`config.mk`:
```
export PLATFORM = sky130hd
export DESIGN_NAME = pivot_swaps_to_permutation_core
export DESIGN_NICKNAME = d
export VERILOG_FILES = /design/src/sv/psp_pkg.sv /design/src/sv/pivot_swaps_to_permutation_core.sv /design/src/sv/psp_load.sv /design/src/sv/psp_perm.sv /design/src/sv/psp_ctrl.sv
export SDC_FILE = /design/constraint.sdc
export NUM_CORES = 1
export LEC_CHECK = 0
export ABC_AREA = 1
export BUFFER_PORTS_ARGS = -buffer_cell sky130_fd_sc_hd__buf_4
export CAP_MARGIN = 20
export CELL_PAD_IN_SITES_DETAIL_PLACEMENT = 0
export CELL_PAD_IN_SITES_GLOBAL_PLACEMENT = 1
export CORE_ASPECT_RATIO = 1.4
export CORE_UTILIZATION = 25
export CTS_CLUSTER_SIZE = 30
export DETAILED_ROUTE_END_ITERATION = 10
export HOLD_SLACK_MARGIN = 0.06
export PLACE_DENSITY_LB_ADDON = 0.1
export SLEW_MARGIN = 30
export SYNTH_ARGS = -nofsm -noshare
export SYNTH_HDL_FRONTEND = slang
export SYNTH_SLANG_ARGS = --single-unit
```
`constraint.sdc`:
```
create_clock -name clk -period 6.06 [get_ports clk]
set_clock_uncertainty 0.1 [all_clocks]
set_input_delay 1.212 -clock clk [delete_from_list [all_inputs] [get_ports clk]]
set_output_delay 1.212 -clock clk [all_outputs]
set_load 0.005 [all_outputs]
```
`src/sv/psp_pkg.sv`:
```
// psp_pkg: shared types and constants for the pivot-to-permutation core.
// Transaction payload structs and configuration register indexes.
// No dependencies.
package psp_pkg;

  localparam int PIVOT_W   = 7;
  localparam int ENTRY_W   = 6;
  localparam int CFG_IDX_W = 1;
  localparam int CFG_DAT_W = 1;

  localparam logic [CFG_IDX_W-1:0] REG_MODE       = 1'b0;
  localparam logic [CFG_IDX_W-1:0] REG_INDEX_BASE = 1'b1;

  typedef struct packed {
    logic [PIVOT_W-1:0] pivot;
    logic               final_req;
  } in_t;

  typedef struct packed {
    logic [ENTRY_W-1:0] position;
    logic [ENTRY_W-1:0] entry;
    logic               end_of_run;
    logic               bad_pivot;
  } out_t;

endpackage

```
`src/sv/pivot_swaps_to_permutation_core.sv`:
```
// pivot_swaps_to_permutation_core: top level of the pivot-to-permutation core.
// Instantiates psp_load, psp_perm and psp_ctrl; depends on psp_pkg.
//
// Usage:
//   Pivots arrive on request, one per transaction, taken at a clock edge with
//   start high and busy low. Busy stays low after a non-final pivot. A pivot
//   with final_req set starts a run and raises busy. A run of length L over
//   n held pivots is an identity fill of positions 0 to L-1, then, for each
//   swap, a pivot read, a two-port permutation read and two writes through
//   the single write port of the permutation store, then an emit pass; the
//   last result comes in the same cycle in which busy drops.
//   Results come on result, one per cycle, each marked by result_valid for one
//   cycle, positions 0 to L-1 in order, end_of_run on the last. The receiver
//   cannot stall them.
//   Configuration: cfg_we, cfg_index, cfg_data; write only while idle.
//   Reset (rst, synchronous) clears both registers, the pivot count, the
//   largest pivot and the error flag; the stores need no clearing.
module pivot_swaps_to_permutation_core import psp_pkg::*; #(
  parameter int MAX_LEN = 64
) (
  input  logic                 clk,
  input  logic                 rst,
  input  logic                 start,
  output logic                 busy,
  input  in_t                  request,
  output logic                 result_valid,
  output out_t                 result,
  input  logic                 cfg_we,
  input  logic [CFG_IDX_W-1:0] cfg_index,
  input  logic [CFG_DAT_W-1:0] cfg_data
);

  localparam int AW = $clog2(MAX_LEN);
  localparam int CW = $clog2(MAX_LEN + 1);

  logic          mode, index_base;
  logic          accept;
  logic [AW-1:0] pivot_raddr, pivot_rdata;
  logic [CW-1:0] run_len, run_count;
  logic          run_err;
  logic          perm_we, perm_re;
  logic [AW-1:0] perm_waddr, perm_wdata, perm_raddr_a, perm_raddr_b;
  logic [AW-1:0] perm_rdata_a, perm_rdata_b;
  logic [AW-1:0] emit_pos;
  logic          emit_last, emit_err;

  assign accept = start && !busy;

  always_ff @(posedge clk) begin
    if (rst) begin
      mode       <= 1'b0;
      index_base <= 1'b0;
    end else if (cfg_we) begin
      unique case (cfg_index)
        REG_MODE:       mode       <= cfg_data[0];
        REG_INDEX_BASE: index_base <= cfg_data[0];
        default:        mode       <= mode;
      endcase
    end
  end

  psp_load #(.MAX_LEN(MAX_LEN)) u_load (
    .clk        (clk),
    .rst        (rst),
    .accept     (accept),
    .pivot      (request.pivot),
    .final_req  (request.final_req),
    .index_base (index_base),
    .raddr      (pivot_raddr),
    .rdata      (pivot_rdata),
    .run_len    (run_len),
    .run_count  (run_count),
    .run_err    (run_err)
  );

  psp_perm #(.MAX_LEN(MAX_LEN)) u_perm (
    .clk     (clk),
    .we      (perm_we),
    .waddr   (perm_waddr),
    .wdata   (perm_wdata),
    .re      (perm_re),
    .raddr_a (perm_raddr_a),
    .raddr_b (perm_raddr_b),
    .rdata_a (perm_rdata_a),
    .rdata_b (perm_rdata_b)
  );

  psp_ctrl #(.MAX_LEN(MAX_LEN)) u_ctrl (
    .clk          (clk),
    .rst          (rst),
    .accept       (accept),
    .final_req    (request.final_req),
    .mode         (mode),
    .run_len      (run_len),
    .run_count    (run_count),
    .run_err      (run_err),
    .busy         (busy),
    .pivot_raddr  (pivot_raddr),
    .pivot_rdata  (pivot_rdata),
    .perm_we      (perm_we),
    .perm_waddr   (perm_waddr),
    .perm_wdata   (perm_wdata),
    .perm_re      (perm_re),
    .perm_raddr_a (perm_raddr_a),
    .perm_raddr_b (perm_raddr_b),
    .perm_rdata_a (perm_rdata_a),
    .perm_rdata_b (perm_rdata_b),
    .emit_valid   (result_valid),
    .emit_pos     (emit_pos),
    .emit_last    (emit_last),
    .emit_err     (emit_err)
  );

  always_comb begin
    result.position   = ENTRY_W'(emit_pos);
    result.entry      = ENTRY_W'(perm_rdata_a);
    result.end_of_run = emit_last;
    result.bad_pivot  = emit_err;
  end

endmodule

```
`src/sv/psp_load.sv`:
```
// psp_load: pivot store and running pivot count, largest pivot and error flag.
// Presents the post-transaction run summary on a final pivot.
// Depends on psp_pkg.
module psp_load import psp_pkg::*; #(
  parameter int MAX_LEN = 64
) (
  input  logic                         clk,
  input  logic                         rst,
  input  logic                         accept,
  input  logic [PIVOT_W-1:0]           pivot,
  input  logic                         final_req,
  input  logic                         index_base,
  input  logic [$clog2(MAX_LEN)-1:0]   raddr,
  output logic [$clog2(MAX_LEN)-1:0]   rdata,
  output logic [$clog2(MAX_LEN+1)-1:0] run_len,
  output logic [$clog2(MAX_LEN+1)-1:0] run_count,
  output logic                         run_err
);

  localparam int AW = $clog2(MAX_LEN);
  localparam int CW = $clog2(MAX_LEN + 1);
  localparam int EW = ((CW > PIVOT_W) ? CW : PIVOT_W) + 1;

  logic [AW-1:0] mem [MAX_LEN];

  logic [CW-1:0] count, count_next;
  logic [CW-1:0] largest, largest_next;
  logic          err, err_next;
  logic          has_room, in_range;
  logic [EW-1:0] j_ext;
  logic [AW-1:0] stored;

  always_comb begin
    has_room     = count < CW'(MAX_LEN);
    j_ext        = EW'(pivot) - EW'(index_base);
    in_range     = (pivot >= PIVOT_W'(index_base)) && (j_ext < EW'(MAX_LEN));
    stored       = in_range ? AW'(j_ext) : count[AW-1:0];
    count_next   = has_room ? count + CW'(1) : count;
    largest_next = largest;
    if (has_room && in_range && ((j_ext + EW'(1)) > EW'(largest))) begin
      largest_next = CW'(j_ext + EW'(1));
    end
    err_next  = err | ~has_room | ~in_range;
    run_count = count_next;
    run_len   = (largest_next > count_next) ? largest_next : count_next;
    run_err   = err_next;
  end

  always_ff @(posedge clk) begin
    if (rst) begin
      count   <= '0;
      largest <= '0;
      err     <= 1'b0;
    end else if (accept) begin
      if (final_req) begin
        count   <= '0;
        largest <= '0;
        err     <= 1'b0;
      end else begin
        count   <= count_next;
        largest <= largest_next;
        err     <= err_next;
      end
    end
  end

  always_ff @(posedge clk) begin
    if (accept && has_room) begin
      mem[count[AW-1:0]] <= stored;
    end
    rdata <= mem[raddr];
  end

endmodule

```
`src/sv/psp_perm.sv`:
```
// psp_perm: permutation store, one write port and two registered read ports.
// Read data holds while read enable is low.
// Depends on psp_pkg.
module psp_perm import psp_pkg::*; #(
  parameter int MAX_LEN = 64
) (
  input  logic                       clk,
  input  logic                       we,
  input  logic [$clog2(MAX_LEN)-1:0] waddr,
  input  logic [$clog2(MAX_LEN)-1:0] wdata,
  input  logic                       re,
  input  logic [$clog2(MAX_LEN)-1:0] raddr_a,
  input  logic [$clog2(MAX_LEN)-1:0] raddr_b,
  output logic [$clog2(MAX_LEN)-1:0] rdata_a,
  output logic [$clog2(MAX_LEN)-1:0] rdata_b
);

  localparam int AW = $clog2(MAX_LEN);

  logic [AW-1:0] mem [MAX_LEN];

  always_ff @(posedge clk) begin
    if (we) begin
      mem[waddr] <= wdata;
    end
    if (re) begin
      rdata_a <= mem[raddr_a];
      rdata_b <= mem[raddr_b];
    end
  end

endmodule

```
`src/sv/psp_ctrl.sv`:
```
// psp_ctrl: run sequencer - identity fill, swap pass, emit pass.
// Drives the pivot store read port and the permutation store.
// Depends on psp_pkg.
module psp_ctrl import psp_pkg::*; #(
  parameter int MAX_LEN = 64
) (
  input  logic                         clk,
  input  logic                         rst,
  input  logic                         accept,
  input  logic                         final_req,
  input  logic                         mode,
  input  logic [$clog2(MAX_LEN+1)-1:0] run_len,
  input  logic [$clog2(MAX_LEN+1)-1:0] run_count,
  input  logic                         run_err,
  output logic                         busy,
  output logic [$clog2(MAX_LEN)-1:0]   pivot_raddr,
  input  logic [$clog2(MAX_LEN)-1:0]   pivot_rdata,
  output logic                         perm_we,
  output logic [$clog2(MAX_LEN)-1:0]   perm_waddr,
  output logic [$clog2(MAX_LEN)-1:0]   perm_wdata,
  output logic                         perm_re,
  output logic [$clog2(MAX_LEN)-1:0]   perm_raddr_a,
  output logic [$clog2(MAX_LEN)-1:0]   perm_raddr_b,
  input  logic [$clog2(MAX_LEN)-1:0]   perm_rdata_a,
  input  logic [$clog2(MAX_LEN)-1:0]   perm_rdata_b,
  output logic                         emit_valid,
  output logic [$clog2(MAX_LEN)-1:0]   emit_pos,
  output logic                         emit_last,
  output logic                         emit_err
);

  localparam int AW = $clog2(MAX_LEN);
  localparam int CW = $clog2(MAX_LEN + 1);

  typedef enum logic [2:0] {
    IDLE, FILL, SW_RDP, SW_RDQ, SW_WRA, SW_WRB, EMIT
  } state_t;

  state_t        state;
  logic [AW-1:0] cnt;
  logic [AW-1:0] swap_j;
  logic [CW-1:0] len;
  logic [CW-1:0] n;
  logic          rmode;
  logic          cnt_last, swap_last;

  always_comb begin
    cnt_last  = (CW'(cnt) + CW'(1)) == len;
    swap_last = rmode ? (cnt == '0) : ((CW'(cnt) + CW'(1)) == n);
  end

  always_ff @(posedge clk) begin
    if (rst) begin
      state      <= IDLE;
      emit_valid <= 1'b0;
    end else begin
      emit_valid <= 1'b0;
      unique case (state)
        IDLE: begin
          if (accept && final_req) begin
            state    <= FILL;
            cnt      <= '0;
            len      <= run_len;
            n        <= run_count;
            emit_err <= run_err;
            rmode    <= mode;
          end
        end
        FILL: begin
          if (cnt_last) begin
            state <= SW_RDP;
            cnt   <= rmode ? AW'(n - CW'(1)) : '0;
          end else begin
            cnt <= cnt + AW'(1);
          end
        end
        SW_RDP: state <= SW_RDQ;
        SW_RDQ: begin
          swap_j <= pivot_rdata;
          state  <= SW_WRA;
        end
        SW_WRA: state <= SW_WRB;
        SW_WRB: begin
          if (swap_last) begin
            state <= EMIT;
            cnt   <= '0;
          end else begin
            state <= SW_RDP;
            cnt   <= rmode ? cnt - AW'(1) : cnt + AW'(1);
          end
        end
        EMIT: begin
          emit_valid <= 1'b1;
          emit_pos   <= cnt;
          emit_last  <= cnt_last;
          if (cnt_last) begin
            state <= IDLE;
          end else begin
            cnt <= cnt + AW'(1);
          end
        end
        default: state <= IDLE;
      endcase
    end
  end

  always_comb begin
    busy         = state != IDLE;
    pivot_raddr  = cnt;
    perm_re      = (state == SW_RDQ) || (state == EMIT);
    perm_raddr_a = cnt;
    perm_raddr_b = pivot_rdata;
    perm_we      = 1'b0;
    perm_waddr   = cnt;
    perm_wdata   = cnt;
    unique case (state)
      FILL: perm_we = 1'b1;
      SW_WRA: begin
        perm_we    = 1'b1;
        perm_wdata = perm_rdata_b;
      end
      SW_WRB: begin
        perm_we    = 1'b1;
        perm_waddr = swap_j;
        perm_wdata = perm_rdata_a;
      end
      default: perm_we = 1'b0;
    endcase
  end

`ifndef NO_ASSERTIONS
  a_final_starts_fill: assert property (@(posedge clk) disable iff (rst)
    (state == IDLE && accept && final_req) |=> (state == FILL))
    else $error("final pivot did not start a run");

  a_no_write_in_emit: assert property (@(posedge clk) disable iff (rst)
    (state == EMIT) |-> !perm_we)
    else $error("permutation store written during emit");

  a_last_ends_run: assert property (@(posedge clk) disable iff (rst)
    (emit_valid && emit_last) |=> !emit_valid)
    else $error("result after end of run");

  a_swap_in_range: assert property (@(posedge clk) disable iff (rst)
    (state == SW_WRB) |-> (CW'(swap_j) < len && CW'(cnt) < len))
    else $error("swap outside run length");
`endif

endmodule
```
==> metrics.txt <==
Post-Synth Simple-Gate Area=13.20%; synthesized flop and latch total=roughly 840; Synth Area in Adders=less than 1%; Die Span Y=approximately 470 um; boundary pin count=30; Critical Path RT=between 6000 and 7000 ps; most frequent cells in the layout=edfxtp_1 (815), nor2_1 (786), o21ai_0 (658); instance count on the critical path=32; Max VDD drop=~0.28 mV; H-tree depth=3; via count=~28000; commonest non-fill, non-tap cell in the layout=edfxtp_1; critical path class=in2reg; first-pass GRT wire length=216900 um; clock buffer count from CTS=93; CP max FO=12; RSZ-0062 raised after global routing=false; Worst R2R Path Depth=30; register area share after synthesis=65.22%; Maximum Capacitance Violations=0; post-synth top area cell=edfxtp_1; gr usage total=around a fifth; top-area cell type share of the netlist area=63.82%; CTS tree=done; Post-CTS Resized=0; vias in the first global route=roughly 29000; RD Place Congestion=just under 0.8; mapped cell area=~38000 um2; routed len/inst=between 20 and 30 um; core area=about 150000 um2; Final setup viols=0; XOR/XNOR share of the synthesized area=less than 1%; Most used DFF post-synth=edfxtp_1; number of flops mapped to enable cells by yosys=815; initial core utilization=25.26%; Hold Path Stages=2; post-CTS setup buffer count=0; Die X-Extent=between 300 and 400 um; fraction of the mapped netlist area in compound gates=approximately 17%; status=completed; Max Freq=~200 MHz; synthesis-to-layout area growth=14.48%; Total Nets Final=~3600; final hold violation count=0; fin crit share=80.74%; Final Hold Slack=about 360 ps; Reg clk slew, reported paths=around 60 ps; max incr delay on CP=approximately 340 ps; initial antenna violation count=2; Fillers=15790; Root Driver=clkbuf_16; largest family of logic cells by synthesized area=compound AO/OA/AOI/OAI gates; FP Rows=169; power per cell area=about 430 nW/um2; layout cells sized above 1=under 10%; clock sinks=~840; post-synthesis mux area share=less than 1%; Synth Net Count=approximately 3600; die area=~150000 um2; yosys warns=0; Slew HR=a little under a third; largest net degree at the start of global routing=roughly 150; CP bufs+invs=8; most frequent CP cell=nand2_1; dpl hpwl=93590 um; deepest clock path buffer count=3; grt ovf=0; clk_lat worst skew=around 730 ps; TNS Setup=0 ps; synth unique cells=45; Final Max Slew Viols=0; delay-heaviest family, CP=simple AND/OR/NAND/NOR gates; min Tclk post-route=a little under 5000 ps; Synth Instances=3598; Overall Power=~19 mW; Antenna Violating Nets Remaining=0; CP startpoint kind=primary input; slowest cell on the critical path=ha_1; CP Capture Type=register; Critical Path AT=around 5200 ps; initial DRC count=~2000; drt total wl=about 150000 um; Hold Buf Count CTS=0; DRT Pass-1 Iters=6; pre-CTS setup slack=384.7 ps; vias per cell=just over 5; Worst-Margin Slew=roughly 1000 ps; Hold Path Class=reg2reg; P_leak=between 10 and 15 nW; Port Buffer Count=29; # DRC=0; Final WS setup=approximately 1200 ps; Synth area leaders=edfxtp_1 (64%), o21ai_0 (8.6%), nor2_1 (7.7%), o22ai_1 (3.3%), nand2_1 (2.6%); Synth Area per Inst=around 11 um2; ys async rst share=0%
## Yosys cell counts (4+ instances only)
master       n
xnor2_1      5
ha_1        21
nand2_1    270
nand4_1     22
o211ai_1    71
a21oi_1     51
or2_2        8
buf_4        5
clkbuf_1   200
xor2_1      14
dfxtp_1     27
inv_2        7
nor2_1     788
o22ai_1    203
buf_1       12
o2111ai_1    4
nand3_1    112
inv_1       93
o221ai_1    94
buf_2       41
nand2_2      6
nand4_2      4
edfxtp_1   815
clkinv_1     4
o21ai_0    662
o21ai_2      5
nor3_1       7
nor4_1      11
nor2_2       9
## registers in the layout (all words and copies together) (netlist names), 7 cells and up
name / cells
u_load.mem: 384
u_perm.mem: 384
u_ctrl.len: 7
u_ctrl.n: 7
u_load.count: 7
u_load.largest: 7
## worst min-delay path, delay by kind of cell, from the launching register on
kind / cells / cell delay, ps
compound gates: 1 / 50
flops: 1 / 310
simple gates: 1 / 60
## where the power goes
group / total [mW] / internal, mW / leakage [nW] / switching [mW]
Sequential: 6.95 / 6.76 / 7.60 / 0.183
Clock: 5.94 / 3.42 / 1.50 / 2.52
Combinational: 6.21 / 1.45 / 4.91 / 4.76
Total: 19.1 / 11.6 / 14.0 / 7.46
## cells by family (layout without fill, tap and decap cells)
kind of cell               after synthesis  after routing
AOI/OAI and AO/OA                     1101           1101
DFF                                    842            842
muxes                                    3              3
xor gates and xnor gates                19             19
other                                    0              2
buffers and inverters                  366            386
and+or+nand+nor                       1246           1246
adders and majority gates               21             21
## stage by stage
stage | util [%] | instances | cell area (um2)
2_1_floorplan | - | 3598 | 38350
3_3_place_gp | 26.86 | 5410 | 40790
3_5_place_dp | 26.87 | 5410 | 40800
4_1_cts | 28.91 | 5584 | 43900
5_1_grt | 28.92 | 5585 | 43900
6_report | 28.92 | 5586 | 43900
## final timing paths
| check | slack [ps] | endpoint | from |
|---|---|---|---|
| worst max-delay path | 1170 | u_ctrl.len[2] | request[1] |
| worst min-delay path | 360 | u_load.largest[2] | u_load.largest[2] |
| worst max register to register | 1470 | u_ctrl.len[2] | index_base |
| worst min register to register | 360 | u_load.largest[2] | u_load.largest[2] |
## routing by layer
metal / GRT usage, % / routed length [um] / up-vias
met3: 1.886 / 4624 / 189
li1: - / - / 13080
met1: 23.33 / 62930 / 14580
met5: 0 / 0 / -
met2: 35.88 / 80450 / 531
met4: 6.752 / 4491 / 0
## cell type report
cell class / count / area (um2) / share of cell area [%]
Antenna cell: 2 / 5.005 / 0.01140
Clock buffer: 124 / 2495 / 5.683
Clock inverter: 50 / 606.8 / 1.382
Inverter: 107 / 430.4 / 0.9804
Multi-Input combinational cell: 2390 / 11990 / 27.32
Sequential cell: 842 / 25020 / 57.00
Tap cell: 1966 / 2460 / 5.603
Timing Repair Buffer: 105 / 888.4 / 2.023
(Power assumes the default switching activity.)
